## config.mk

```make
export PLATFORM = sky130hd
export DESIGN_NAME = rbscf_cell
export DESIGN_NICKNAME = d
export VERILOG_FILES = /design/src/hdl/rbscf_pkg.sv /design/src/hdl/rbscf_cell.sv
export SDC_FILE = /design/constraint.sdc
export NUM_CORES = 1
export LEC_CHECK = 0
export BUFFER_PORTS_ARGS = -buffer_cell sky130_fd_sc_hd__buf_2
export CAP_MARGIN = 15
export CORE_MARGIN = 3
export CORE_UTILIZATION = 56
export DETAILED_ROUTE_END_ITERATION = 7
export HOLD_SLACK_MARGIN = 0.1
export PLACE_DENSITY = 0.86
export SETUP_SLACK_MARGIN = 0.2
export SKIP_LAST_GASP = 1
export SYNTH_ARGS = -nofsm -noshare
export SYNTH_HDL_FRONTEND = slang
export SYNTH_SLANG_ARGS = --single-unit
```

## constraint.sdc

```tcl
create_clock -name clk -period 14.85 [get_ports clk]
set_clock_uncertainty 0.1 [all_clocks]
set_input_delay 3.7125 -clock clk [delete_from_list [all_inputs] [get_ports clk]]
set_output_delay 3.7125 -clock clk [all_outputs]
set_load 0.02 [all_outputs]
```

## src/hdl/rbscf_pkg.sv

```systemverilog
// Types, constants and helpers for the range bit set/clear/invert/count unit.
// No dependencies; imported by the cell and the top level.
package rbscf_pkg;

    localparam int IDX_W     = 10;
    localparam int CNT_W     = 11;
    localparam int WORD_BITS = 32;
    localparam int OFF_W     = 5;
    localparam logic [WORD_BITS-1:0] ONES = {WORD_BITS{1'b1}};

    // Action codes on the input channel
    localparam logic [2:0] ACT_LOAD   = 3'd0;
    localparam logic [2:0] ACT_SET    = 3'd1;
    localparam logic [2:0] ACT_CLEAR  = 3'd2;
    localparam logic [2:0] ACT_INVERT = 3'd3;
    localparam logic [2:0] ACT_COUNT  = 3'd4;

    // Normalized operation carried down the cell chain
    typedef enum logic [2:0] {
        OP_NOP,
        OP_SET,
        OP_CLEAR,
        OP_INVERT,
        OP_COUNT
    } op_t;

    typedef struct packed {
        logic             valid;
        op_t              op;
        logic [IDX_W-1:0] lo;
        logic [IDX_W-1:0] hi;
        logic [CNT_W-1:0] count;
    } tok_t;

    function automatic logic [OFF_W:0] popcount(input logic [WORD_BITS-1:0] w);
        logic [OFF_W:0] sum;
        sum = '0;
        for (int i = 0; i < WORD_BITS; i++) begin
            sum = sum + {{OFF_W{1'b0}}, w[i]};
        end
        return sum;
    endfunction

endpackage

```

## src/hdl/rbscf_cell.sv

```systemverilog
// One cell of the chain: holds a 32-bit word of the bit store, applies the
// passing transaction to it and hands the transaction on. Uses rbscf_pkg.
module rbscf_cell
    import rbscf_pkg::*;
#(
    parameter int CELL_INDEX = 0
)
(
    input  logic clk,
    input  logic rst_n,
    input  logic advance,
    input  tok_t tok_in,
    output tok_t tok_out
);

    logic [WORD_BITS-1:0] word_reg, word_next;
    tok_t                 tok_reg, tok_next;
    logic [WORD_BITS-1:0] mask;
    logic [OFF_W-1:0]     lo_off, hi_off;
    logic [IDX_W-OFF_W-1:0] lo_word, hi_word;
    logic                 covered;

    assign lo_word = tok_in.lo[IDX_W-1:OFF_W];
    assign hi_word = tok_in.hi[IDX_W-1:OFF_W];

    // Range mask restricted to this word
    always_comb
    begin
        lo_off  = (int'(lo_word) < CELL_INDEX) ? '0 : tok_in.lo[OFF_W-1:0];
        hi_off  = (int'(hi_word) > CELL_INDEX) ? '1 : tok_in.hi[OFF_W-1:0];
        covered = (int'(lo_word) <= CELL_INDEX) && (int'(hi_word) >= CELL_INDEX);
        if (covered)
        begin
            mask = (ONES << lo_off) & (ONES >> (OFF_W'(WORD_BITS - 1) - hi_off));
        end
        else
        begin
            mask = '0;
        end
    end

    always_comb
    begin
        word_next = word_reg;
        tok_next  = tok_in;
        if (tok_in.valid)
        begin
            unique case (tok_in.op)
                OP_SET:    word_next = word_reg | mask;
                OP_CLEAR:  word_next = word_reg & ~mask;
                OP_INVERT: word_next = word_reg ^ mask;
                OP_COUNT:
                begin
                    tok_next.count = tok_in.count
                                   + CNT_W'(popcount(word_reg & mask));
                end
                OP_NOP:    word_next = word_reg;
            endcase
        end
    end

    always_ff @(posedge clk or negedge rst_n)
    begin
        if (!rst_n)
        begin
            word_reg <= '0;
            tok_reg  <= '0;
        end
        else if (advance)
        begin
            word_reg <= word_next;
            tok_reg  <= tok_next;
        end
    end

    assign tok_out = tok_reg;

endmodule

```

Yosys cells after proc, flatten, opt, wreduce, memory -nomap -nowiden:

Cells that the tools add are included.

* add/subtract/negate cells: 33
* magnitude comparators: 2
* eq/ne operators: 4
* shifts and indexed selects: 2
* muxes and demuxes: 5
* bitwise logic cells: 6
* reduce and logical (&&, ||, !) cells: 2

Operators with widths (count)
* 6-bit by 1-bit adder with 6-bit output: 26
* 32-bit AND: 3
* 32-bit case mux with 3 select lines: 1
* 32-bit two-way mux: 1
* 32-bit inverter: 1
* 32-bit OR: 1
* 32-bit by 5-bit << shifter with 32-bit output (first input constant): 1
* 32-bit by 5-bit right shift with 32-bit output (first input constant): 1
* 32-bit bitwise XOR: 1
* 11-bit two-way mux: 2
* 11-bit by 6-bit adder with 11-bit output: 1
* 5-bit by 1-bit adder with 6-bit output: 1
* 3-bit by 2-bit == test with 1-bit output (second input constant): 2
* 4-bit by 1-bit adder with 5-bit output: 1
* 5-bit by 1-bit greater-than comparator with 1-bit output (second input constant): 1
* 5-bit by 1-bit less-or-equal comparator with 1-bit output (second input constant): 1
* 5-bit two-way mux: 1
* 5-bit subtractor (first input constant): 1
* 3-bit by 1-bit adder with 4-bit output: 1
* 2-bit by 1-bit adder with 3-bit output: 1
* 3-bit by 1-bit == test with 1-bit output (second input constant): 1
* 3-bit == test (second input constant): 1
* 3-bit AND reduction: 1
* 3-bit nonzero test: 1
* 1-bit by 1-bit adder with 2-bit output: 1

* register bits: 67
* input port bits: 38
* output and inout port bits: 35
* logic and storage cells: 60

Logic depth before layout (Yosys ltp):

Gate-level depths: netlist (run 1).

* depth after elaboration: 41
* mapped depth: 25
* depth with buffers taken out: 24

Worst setup path after synthesis (run 1):

No wires, ideal clock.

* path kind: input -> register
* from: input tok_in[16] in the netlist's numbering
* to: register tok_reg, in the netlist tok_out[10]
* library setup time: 77 ps
* arrival: 9439 ps
* required time: 14673 ps
* path slack: 5234 ps
* cell stages on the path: 24
* buffers on the path: 1
* cells stage by stage: nor3_1 nand2_1 buf_2 nor3_2 nand2b_1 and3_1 ha_1 fa_1 inv_1 fa_1 fa_1 fa_1 fa_1 inv_1 fa_1 inv_1 fa_1 inv_1 fa_1 a211oi_1 o211ai_1 o2111ai_1 xor2_1 a21oi_1

* word-level cells in the longest chain between the ends: 41

Ends and longest elaborated chain
* start, declared: RTL line rbscf_cell.sv:12 `input tok_t tok_in,`
* 5-bit by 1-bit greater-than comparator with 1-bit output *: RTL line rbscf_cell.sv:30 `hi_off = (int'(hi_word) > CELL_INDEX) ? '1 : tok_in.hi[OFF_W-1:0];`
* 5-bit two-way mux *: RTL line rbscf_cell.sv:30
* 5-bit subtractor *: RTL line rbscf_cell.sv:34 `mask = (ONES << lo_off) & (ONES >> (OFF_W'(WORD_BITS - 1) - hi_off));`
* 32-bit by 5-bit right shift with 32-bit output *: RTL line rbscf_cell.sv:34
* 32-bit AND *: RTL line rbscf_cell.sv:34
* 32-bit two-way mux *: RTL line rbscf_cell.sv:32 `if (covered)`
* 32-bit AND *: RTL line rbscf_cell.sv:55 `+ CNT_W'(popcount(word_reg & mask));`
* 1-bit by 1-bit adder with 2-bit output: RTL line rbscf_pkg.sv:39 `sum = sum + {{OFF_W{1'b0}}, w[i]};`
* 2-bit by 1-bit adder with 3-bit output: RTL line rbscf_pkg.sv:39
* 3-bit by 1-bit adder with 4-bit output: RTL line rbscf_pkg.sv:39
* 4-bit by 1-bit adder with 5-bit output: RTL line rbscf_pkg.sv:39
* 5-bit by 1-bit adder with 6-bit output: RTL line rbscf_pkg.sv:39
* 6-bit by 1-bit adder with 6-bit output (25 in series): RTL line rbscf_pkg.sv:39
* 6-bit by 1-bit adder with 6-bit output *: RTL line rbscf_pkg.sv:39
* 11-bit by 6-bit adder with 11-bit output *: RTL line rbscf_cell.sv:55
* 11-bit two-way mux *: RTL line rbscf_cell.sv:48 `unique case (tok_in.op)`
* 11-bit two-way mux *: RTL line rbscf_cell.sv:46 `if (tok_in.valid)`
* end signal, assigned: RTL line rbscf_cell.sv:72 `tok_reg <= tok_next;`
* end, declared: RTL line rbscf_cell.sv:17 `tok_t tok_reg, tok_next;`

Every way passes the cells marked *; elsewhere a longest branch is shown, timed or not.
A chain may end at the register's enable or synchronous reset.

Worst setup path after layout (run 1):

* from: input tok_in[27] in the netlist's numbering
* to: register tok_reg, in the netlist tok_out[8]

* word-level cells in the longest chain between the ends: 37

Ends and longest elaborated chain
* 5-bit by 1-bit less-or-equal comparator with 1-bit output *: RTL line rbscf_cell.sv:31 `covered = (int'(lo_word) <= CELL_INDEX) && (int'(hi_word) >= CELL_INDEX);`
* 32-bit two-way mux *: RTL line rbscf_cell.sv:32
* 32-bit AND *: RTL line rbscf_cell.sv:55
* 1-bit by 1-bit adder with 2-bit output: RTL line rbscf_pkg.sv:39
* 2-bit by 1-bit adder with 3-bit output: RTL line rbscf_pkg.sv:39
* 3-bit by 1-bit adder with 4-bit output: RTL line rbscf_pkg.sv:39
* 4-bit by 1-bit adder with 5-bit output: RTL line rbscf_pkg.sv:39
* 5-bit by 1-bit adder with 6-bit output: RTL line rbscf_pkg.sv:39
* 6-bit by 1-bit adder with 6-bit output (25 in series): RTL line rbscf_pkg.sv:39
* 6-bit by 1-bit adder with 6-bit output *: RTL line rbscf_pkg.sv:39
* 11-bit by 6-bit adder with 11-bit output *: RTL line rbscf_cell.sv:55
* 11-bit two-way mux *: RTL line rbscf_cell.sv:48
* 11-bit two-way mux *: RTL line rbscf_cell.sv:46

Marked as above.

==> metrics.csv, run 1 <==
metric,value,unit
"Clk Latency, worst-skew pair",340,ps
Post-CTS Hold Buffers,0,
Reg power frac,37.3,%
gate count after technology mapping,701,
wire per inst,17.6,um
Die Y-Extent,113,um
pins over their slew limit,0,
worst-path fanout max,13,
CP Class,in -> reg,
critical path endpoint category,register,
mux share of post-synthesis cell area,9.27,%
largest net degree at the start of global routing,68,
CTS tree,done,
CP Launch Type,input pin,
Post-synth EDFFs,0,
top post-synthesis cells by area,"dfrtp_1 26%, ha_1 22%, fa_1 8.2%, inv_1 5.4%, mux2i_1 4.9%",
post-synthesis xor/xnor area fraction,1.10,%
Buf/Inv on CP,5,
outcome,"finished, final reports clean",
asr flop ratio synth,100,%
Least-Margin Pin Slew,1090,ps
Critical Path Stages,24,
GR Overflow Total,0,
Power Density,88.9,nW/um2
number of flip-flops in the largest register,35,
sequential share of the synthesized area,26.3,%
combinational group share of total power,27.7,%
CTS H-tree lvls,3,
CP Data Required Time,14930,ps
switch share,33.3,%
top-area cell type share of the netlist area,26.3,%
nets@finish,927,
LEAKAGE,0.00348,uW
I/O Buffers,72,
synthesized cell area,6380,um2
reg2reg path depth,18,
clock slew at reported path FFs,60,ps
DP HPWL,11800,um
ANT nets after route,0,
biggest area consumer among synthesized cells,dfrtp_1,
Synth cell types,45,
full die area,12700,um2
slowest CP cell,nor2_1,
"slowest stage delay, CP",610,ps
IO Pins,73,
CP Cell Sequence,buf_2 > nor3_1 > nand2_1 > nor2_1 > nand2_1 > a211oi_1 > ha_1 > fa_1 > inv_1 > fa_1 > fa_1 > fa_1 > fa_1 > inv_1 > fa_1 > inv_1 > fa_1 > inv_1 > fa_1 > a211oi_1 > o211ai_1 > o2111ai_1 > xor2_1 > a21oi_1,
CP arrival,10450,ps
n_diodes,0,
Critical R2R Capture,tok_out[8],
Num CTS Buffers,9,
Core Region,11000,um2
crit path from,tok_in[27],
drt drc,0,
clock power share,35.0,%
"Top cell by count, worst path",fa_1,
Setup TNS Final,0,ps
Die W,113,um
Yosys warning count,0,
Adder-Cell Fraction of Synth Area,29.9,%
Final Cycle Share,69.8,%
main combinational cell family by area after synthesis,adder cells,
gr usage total,25.6,%
Initial Util,58.1,%
crit path capture,tok_out[8],
Inst Count DP,881,
Post-Place Setup Slack,4240,ps
via/cell ratio,5.95,
switching power,211,uW
DRT iter0 DRCs,398,
share of layout cells above drive strength 1,15.7,%
vias in the first global route,5484,
worst hold path type,reg -> reg,
Synthesized Nets,876,
maximum VDD drop,0.0000582,V
final count of hold timing violations,0,
# setup viols final,0,
max_slew headroom,27.5,%
clock root cell,clkbuf_16,
clock sink count,67,
worst-case clock buffer depth,2,
Max Clk Rate,96.5,MHz
Register-to-Register Setup Slack,9000,ps
Placer Congestion,0.947,
Layout fillers,852,
most frequent cells in the layout,"111 x ha_1, 91 x inv_1, 72 x buf_2",
post-layout min period,10370,ps
hold path cells,1,
register bit total from synthesis,67,
first-pass GRT wire length,26300,um
Non-Filler Instances,896,
RSZ-0062 raised after global routing,false,
Synth-to-Final Area Change,11.3,%
postcts setup bufs,0,
cell-internal power,421,uW
max-capacitance violation count,0,
ys flop type,dfrtp_1,
initial antenna violation count,0,
Vias,5335,
first-pass iteration count of the detailed router,6,
post-cts resize count,0,
total power draw,631,uW
Crit path max-delay family,adder cells,
"Core Util, Final",64.7,%
mean post-synth cell area,9.10,um2
Compound-Gate Fraction of Synth Area,12.8,%
Setup WS post-layout,4480,ps
Routed WL,15800,um
Reg-to-Reg Start,word_reg[0],
row cnt,38,
"most common cell after layout, fill and taps aside",ha_1,
simple-gate area share of the yosys netlist,12.9,%
[Yosys cell counts (7+ instances only)]
| master | instances |
|---|---|
| nand2b_1 | 7 |
| and3_1 | 13 |
| inv_1 | 91 |
| o21ai_1 | 42 |
| clkbuf_1 | 27 |
| fa_1 | 26 |
| nor2_1 | 28 |
| a21oi_1 | 19 |
| mux2_2 | 23 |
| a31oi_1 | 7 |
| nand2_1 | 65 |
| o22ai_1 | 32 |
| o21ai_0 | 9 |
| and2_1 | 8 |
| ha_1 | 111 |
| mux2i_1 | 31 |
| nand3_1 | 19 |
| dfrtp_1 | 67 |
[final cells by class]
type	count	area [um2]	area share (%)
Clock buffer	11	253	3.56
Clock inverter	4	50.0	0.705
Inverter	92	345	4.86
Multi-Input combinational cell	507	4220	59.4
Sequential cell	67	1680	23.6
Tap cell	140	175	2.47
Timing Repair Buffer	75	383	5.39
[worst register-to-register path: stages (launching register included)]
cell	delay, ps
dfrtp_1	400
ha_1	240
fa_1	510
inv_1	60
fa_1	500
fa_1	520
fa_1	520
fa_1	550
inv_1	60
fa_1	530
inv_1	60
fa_1	450
inv_1	100
fa_1	260
a211oi_1	120
o211ai_1	250
o2111ai_1	180
xor2_1	190
a21oi_1	90
[layer usage]
layer	track usage, %	vias to the layer above	share of wire [%]
li1	-	2463	-
met1	31.9	2607	41
met2	44.0	224	50
met3	4.33	41	6.2
met4	11.1	0	2.8
met5	0	-	0
[kinds of logic (layout without fill, tap and decap cells)]
family | count (synthesis) | in the layout
buffers and inverters | 127 | 182
flip-flops | 67 | 67
AO/OA/AOI/OAI | 136 | 136
multiplexers | 56 | 56
AND/OR/NAND/NOR | 170 | 170
adder cells (fa/ha/maj) | 137 | 137
XOR/XNOR | 8 | 8
[worst min path at each step]
stage                      startpoint     endpoint  slack (ps)
after CTS                 tok_out[32]  tok_out[32]         390
after detailed placement  tok_out[32]  tok_out[32]         370
final                     tok_out[32]  tok_out[32]         380
after global placement    tok_out[32]  tok_out[32]         370
after floorplan           word_reg[0]  word_reg[0]         450
after global routing      tok_out[32]  tok_out[32]         410
[power by group through the flow]
stage	Combinational (uW)	Clock, uW	Sequential (uW)
floorplan	110	0	243
global placement	157	0	235
detailed placement	173	0	237
CTS	175	223	235
global route	196	232	239
finish	175	221	236
[per-stage QoR]
stage / hold WS [ps] / area [um2]
2_1_floorplan: 452 / 6380
3_3_place_gp: 367 / 6800
3_5_place_dp: 374 / 6800
4_1_cts: 386 / 7100
5_1_grt: 410 / 7100
6_report: 379 / 7100
No activity file was read; power rests on OpenSTA's default activity.
==> inputs of run 2 (changes only) <==
Clock period 14.85 ns to 9.9 ns, I/O delays scaled along.
==> metrics.csv, run 2 (synthesis gave the netlist of run 1 again) <==
metric,value,unit,change
Reg-to-Reg Start,word_reg[0],,
n_diodes,0,,unchanged
initial antenna violation count,0,,unchanged
ANT nets after route,0,,unchanged
vias in the first global route,5647,,+3.0%
Setup WS post-layout,785,ps,-3700 ps
Die W,113,um,unchanged
worst hold path type,reg -> reg,,
worst-case clock buffer depth,2,,unchanged
Post-Place Setup Slack,570,ps,-3670 ps
worst-path fanout max,12,,-1
Synth-to-Final Area Change,11.6,%,
Initial Util,58.1,%,unchanged
nets@finish,930,,+0.32%
DRT iter0 DRCs,404,,+1.5%
CP Class,in -> reg,,
full die area,12700,um2,unchanged
Num CTS Buffers,9,,unchanged
wire per inst,17.9,um,+1.4%
CP Launch Type,input pin,,
hold path cells,1,,unchanged
first-pass GRT wire length,26300,um,about the same
Power Density,132,nW/um2,+48%
Register-to-Register Setup Slack,4070,ps,-4930 ps
clock slew at reported path FFs,60,ps,about the same
final count of hold timing violations,0,,unchanged
post-layout min period,9120,ps,
IO Pins,73,,unchanged
critical path endpoint category,register,,
Least-Margin Pin Slew,1100,ps,+10.6 ps
hold_sp,tok_out[32],,
pins over their slew limit,0,,unchanged
Core Region,11000,um2,unchanged
post-cts resize count,0,,unchanged
# setup viols final,0,,unchanged
max_slew headroom,26.7,%,-0.71 points
via/cell ratio,5.84,,-1.9%
Area after DPL,6810,um2,+0.22%
largest net degree at the start of global routing,68,,unchanged
gr usage total,25.9,%,+0.30 points
CTS tree,done,,
Final Cycle Share,92.1,%,
DP HPWL,12100,um,+2.7%
share of layout cells above drive strength 1,15.8,%,+0.070 points
GR Overflow Total,0,,unchanged
Inst Count DP,883,,+0.23%
Setup TNS Final,0,ps,unchanged
Non-Filler Instances,899,,+0.33%
Die Y-Extent,113,um,unchanged
Routed WL,16100,um,+1.8%
Critical R2R Capture,tok_out[8],,
first-pass iteration count of the detailed router,5,,-1
max-capacitance violation count,0,,unchanged
outcome,"finished, final reports clean",,
postcts setup bufs,0,,unchanged
LEAKAGE,0.00350,uW,+0.58%
CP arrival,9200,ps,-1250 ps
maximum VDD drop,0.000114,V,+96%
"Clk Latency, worst-skew pair",350,ps,about the same
design area,7120,um2,+0.32%
drt drc,0,,unchanged
Vias,5251,,-1.6%
number of flip-flops in the largest register,35,,unchanged
clock sink count,67,,unchanged
Max Clk Rate,110,MHz,
most frequent cells in the layout,"111 x ha_1, 91 x inv_1, 72 x buf_2",,
CP Data Required Time,9990,ps,-4940 ps
CTS H-tree lvls,3,,unchanged
row cnt,38,,unchanged
Placer Congestion,0.963,,+1.8%
reg2reg path depth,18,,unchanged
RSZ-0062 raised after global routing,false,,
clock root cell,clkbuf_16,,
I/O Buffers,72,,unchanged
hold worst-path end,tok_out[32],,
"most common cell after layout, fill and taps aside",ha_1,,
Post-CTS Hold Buffers,0,,unchanged
[run 2: routing by layer]
metal	GRT usage [%]	wire length (um)	up-vias
li1	-	-	2482
met1	31.1	6620	2539
met2	44.7	8020	181
met3	5.83	968	49
met4	11.4	486	0
met5	0	0	-
[run 2: worst max-delay path by stage]
stage	from	end	slack, ps	depth (start not counted)
after floorplan	tok_in[16]	tok_out[10]	1520	24
after global placement	tok_in[16]	tok_out[10]	900	24
after detailed placement	tok_in[16]	tok_out[8]	570	24
after CTS	tok_in[16]	tok_out[8]	880	24
after global routing	tok_in[16]	tok_out[8]	470	24
final	tok_in[16]	tok_out[8]	780	24
[run 2: area by class of cell]
class	instances	area (um2)
clock inverters	2	35.0
well taps	140	175
multi-input cells	507	4220
fillers	868	3860
clock buffers	13	260
inverters	92	345
repair buffers	78	413
flip-flops and latches	67	1680
[run 2: worst max-delay path, cell delays in order]
cell and delay, ps:
buf_2 110, nor3_1 230, nand2_1 320, nor3_1 570
nand3_1 180, and3_1 200, ha_1 200, fa_1 520
inv_1 50, fa_1 480, fa_1 540, fa_1 520
fa_1 560, inv_1 60, fa_1 520, inv_1 50
fa_1 430, inv_1 90, fa_1 230, a211oi_1 110
o211ai_1 260, o2111ai_1 200, xor2_1 190, a21oi_1 80
[run 2: where the power goes]
| group | internal, uW | switching, uW | total [uW] |
|---|---|---|---|
| Clock | 207 | 118 | 325 |
| Combinational | 109 | 154 | 263 |
| Sequential | 316 | 35.9 | 352 |
| Total | 632 | 308 | 940 |
[run 2: per-stage QoR]
step                      power (uW)  util, %  hold WS (ps)
final                            940     64.9           390
after global routing             998     64.9           416
after CTS                        945     64.7           404
after detailed placement         615     62.0           392
after global placement           588     62.0           363
after floorplan                  529        -           452
==> inputs of run 3 (changes only) <==
Settings changed: CORE_UTILIZATION 56 to 35, PLACE_DENSITY 0.86 to 0.61.
==> metrics.csv, run 3 (synthesis gave the netlist of run 1 again) <==
metric,value,unit,change
via/cell ratio,5.03,,-14%
"most common cell after layout, fill and taps aside",ha_1,,
maximum VDD drop,0.0000936,V,-18%
Synth-to-Final Area Change,13.4,%,
GRT busiest layer,met2,,
Crit path max-delay family,adder cells,,
Max Clk Rate,112,MHz,+2.2%
WHS,389,ps,-1.17 ps
gr usage total,16.0,%,-10 points
switching power,314,uW,+1.9%
switch share,33.7,%,+0.93 points
clock slew at reported path FFs,60,ps,about the same
drt drc,0,,unchanged
Placer Congestion,0.868,,-10%
clock sink count,67,,unchanged
Routed WL,15300,um,-5.1%
crit path from,tok_in[16],,
Die W,141,um,+25%
Setup TNS Final,0,ps,unchanged
"Top cell by count, worst path",fa_1,,
CP Class,in -> reg,,
initial antenna violation count,0,,unchanged
Initial Util,36.3,%,-22 points
post-cts resize count,0,,unchanged
Reg-to-Reg Start,word_reg[0],,
Setup WS post-layout,978,ps,+193 ps
Post-Place Setup Slack,644,ps,+73.8 ps
Least-Margin Pin Slew,962,ps,-137 ps
design area,7240,um2,+1.6%
cell-internal power,618,uW,-2.3%
Num CTS Buffers,9,,unchanged
"slowest stage delay, CP",550,ps,-20 ps
clock root cell,clkbuf_16,,
Post-CTS Hold Buffers,0,,unchanged
critical path endpoint category,register,,
Power Density,129,nW/um2,-2.4%
Buf/Inv on CP,5,,unchanged
worst-case clock buffer depth,2,,unchanged
first-pass iteration count of the detailed router,4,,-1
GR Overflow Total,0,,unchanged
share of layout cells above drive strength 1,16.3,%,+0.51 points
CP Cell Sequence,buf_2 > nor3_1 > nand2_1 > nor3_1 > nand3_1 > and3_1 > ha_1 > fa_1 > inv_1 > fa_1 > fa_1 > fa_1 > fa_1 > inv_1 > fa_1 > inv_1 > fa_1 > inv_1 > fa_1 > a211oi_1 > o211ai_1 > o2111ai_1 > xor2_1 > a21oi_1,,
ANT nets after route,0,,unchanged
n_diodes,0,,unchanged
Core Region,17600,um2,+60%
max-capacitance violation count,0,,unchanged
DRT iter0 DRCs,250,,-38%
number of flip-flops in the largest register,35,,unchanged
worst hold path type,reg -> reg,,
DP HPWL,11300,um,-6.4%
IO Pins,73,,unchanged
"Clk Latency, worst-skew pair",350,ps,about the same
CP Data Required Time,9990,ps,about the same
CTS tree,done,,
slowest CP cell,nor3_1,,
Reg power frac,37.6,%,about the same
max_slew headroom,35.9,%,+9.1 points
postcts setup bufs,0,,unchanged
Final Cycle Share,90.1,%,-1.9 points
# setup viols final,0,,unchanged
worst-path fanout max,12,,unchanged
combinational group share of total power,26.8,%,-1.1 points
RSZ-0062 raised after global routing,false,,
Die Y-Extent,141,um,+25%
most frequent cells in the layout,"111 x ha_1, 91 x inv_1, 71 x buf_2",,
CP arrival,9010,ps,-190 ps
post-layout min period,8920,ps,-193 ps
met2 usage,26.1,%,-19 points
row cnt,48,,+26%
full die area,19900,um2,+56%
pins over their slew limit,0,,unchanged
clock power share,35.6,%,+1.0 points
Layout fillers,1751,,+100%
routing usage on met3,2.71,%,-3.1 points
LEAKAGE,0.00350,uW,about the same
CTS H-tree lvls,3,,unchanged
CP Launch Type,input pin,,
first-pass GRT wire length,25500,um,-3.1%
Area after DPL,6930,um2,+1.7%
final count of hold timing violations,0,,unchanged
largest net degree at the start of global routing,68,,unchanged
wire per inst,15.5,um,-13%
I/O Buffers,72,,unchanged
nets@finish,930,,unchanged
hold_sp,tok_out[11],,
Vias,4953,,-5.7%
met1 Use GR,20.8,%,-10 points
outcome,"finished, final reports clean",,
vias in the first global route,4921,,-13%
[run 3: changes by cell type in the layout (fill, tap and decap cells not counted)]
cell        delta
buf_2          -1
buf_4          +2
buf_8          -1
clkbuf_1       -2
clkbuf_8       -2
clkinv_4       +3
clkinvlp_4     +1
inv_6          +1
nand2b_1       -1
nand2b_2       +1
[run 3: path summary, 6_finish.rpt]
kind,endpoint,slack (ps),cells past startpoint
min,tok_out[11],390,1
min reg2reg,tok_out[11],390,1
max,tok_out[10],980,24
max reg2reg,tok_out[10],4200,18
min in group asynchronous,word_reg[2],2160,1
max in group asynchronous,word_reg[25],6960,1
[run 3: routing by layer]
metal / vias up / routed length [um]
met5: - / 0
met4: 0 / 331
met3: 19 / 711
met2: 106 / 7200
met1: 2355 / 7020
li1: 2473 / -
[run 3: metrics by stage]
step	power, uW	util (%)	instances
2_1_floorplan	529	-	701
3_3_place_gp	598	39.4	969
3_5_place_dp	607	39.4	969
4_1_cts	946	41.1	985
5_1_grt	998	41.1	985
6_report	932	41.1	985
[run 3: worst reg2reg max path, cell delays in order (launching register included)]
cell and delay [ps]:
dfrtp_1 400, ha_1 240, fa_1 500, inv_1 50, fa_1 500, fa_1 520
fa_1 520, fa_1 550, inv_1 60, fa_1 520, inv_1 50, fa_1 440
inv_1 80, fa_1 230, a211oi_1 100, o211ai_1 230, o2111ai_1 170, xor2_1 160
a21oi_1 90
[run 3: final cells by class]
| class | count | area (um2) | area share (%) |
|---|---|---|---|
| Clock inverter | 7 | 77.6 | 1.07 |
| Inverter | 92 | 345 | 4.77 |
| Sequential cell | 67 | 1680 | 23.2 |
| Multi-Input combinational cell | 507 | 4220 | 58.3 |
| Tap cell | 225 | 282 | 3.89 |
| Timing Repair Buffer | 78 | 408 | 5.64 |
| Clock buffer | 9 | 225 | 3.11 |
[run 3: power by group through the flow]
stage	clock (uW)	sequential, uW	combinational (uW)
3_3_place_gp	0	355	243
5_1_grt	352	358	287
4_1_cts	342	351	253
6_report	332	351	249
3_5_place_dp	0	355	252
2_1_floorplan	0	365	165
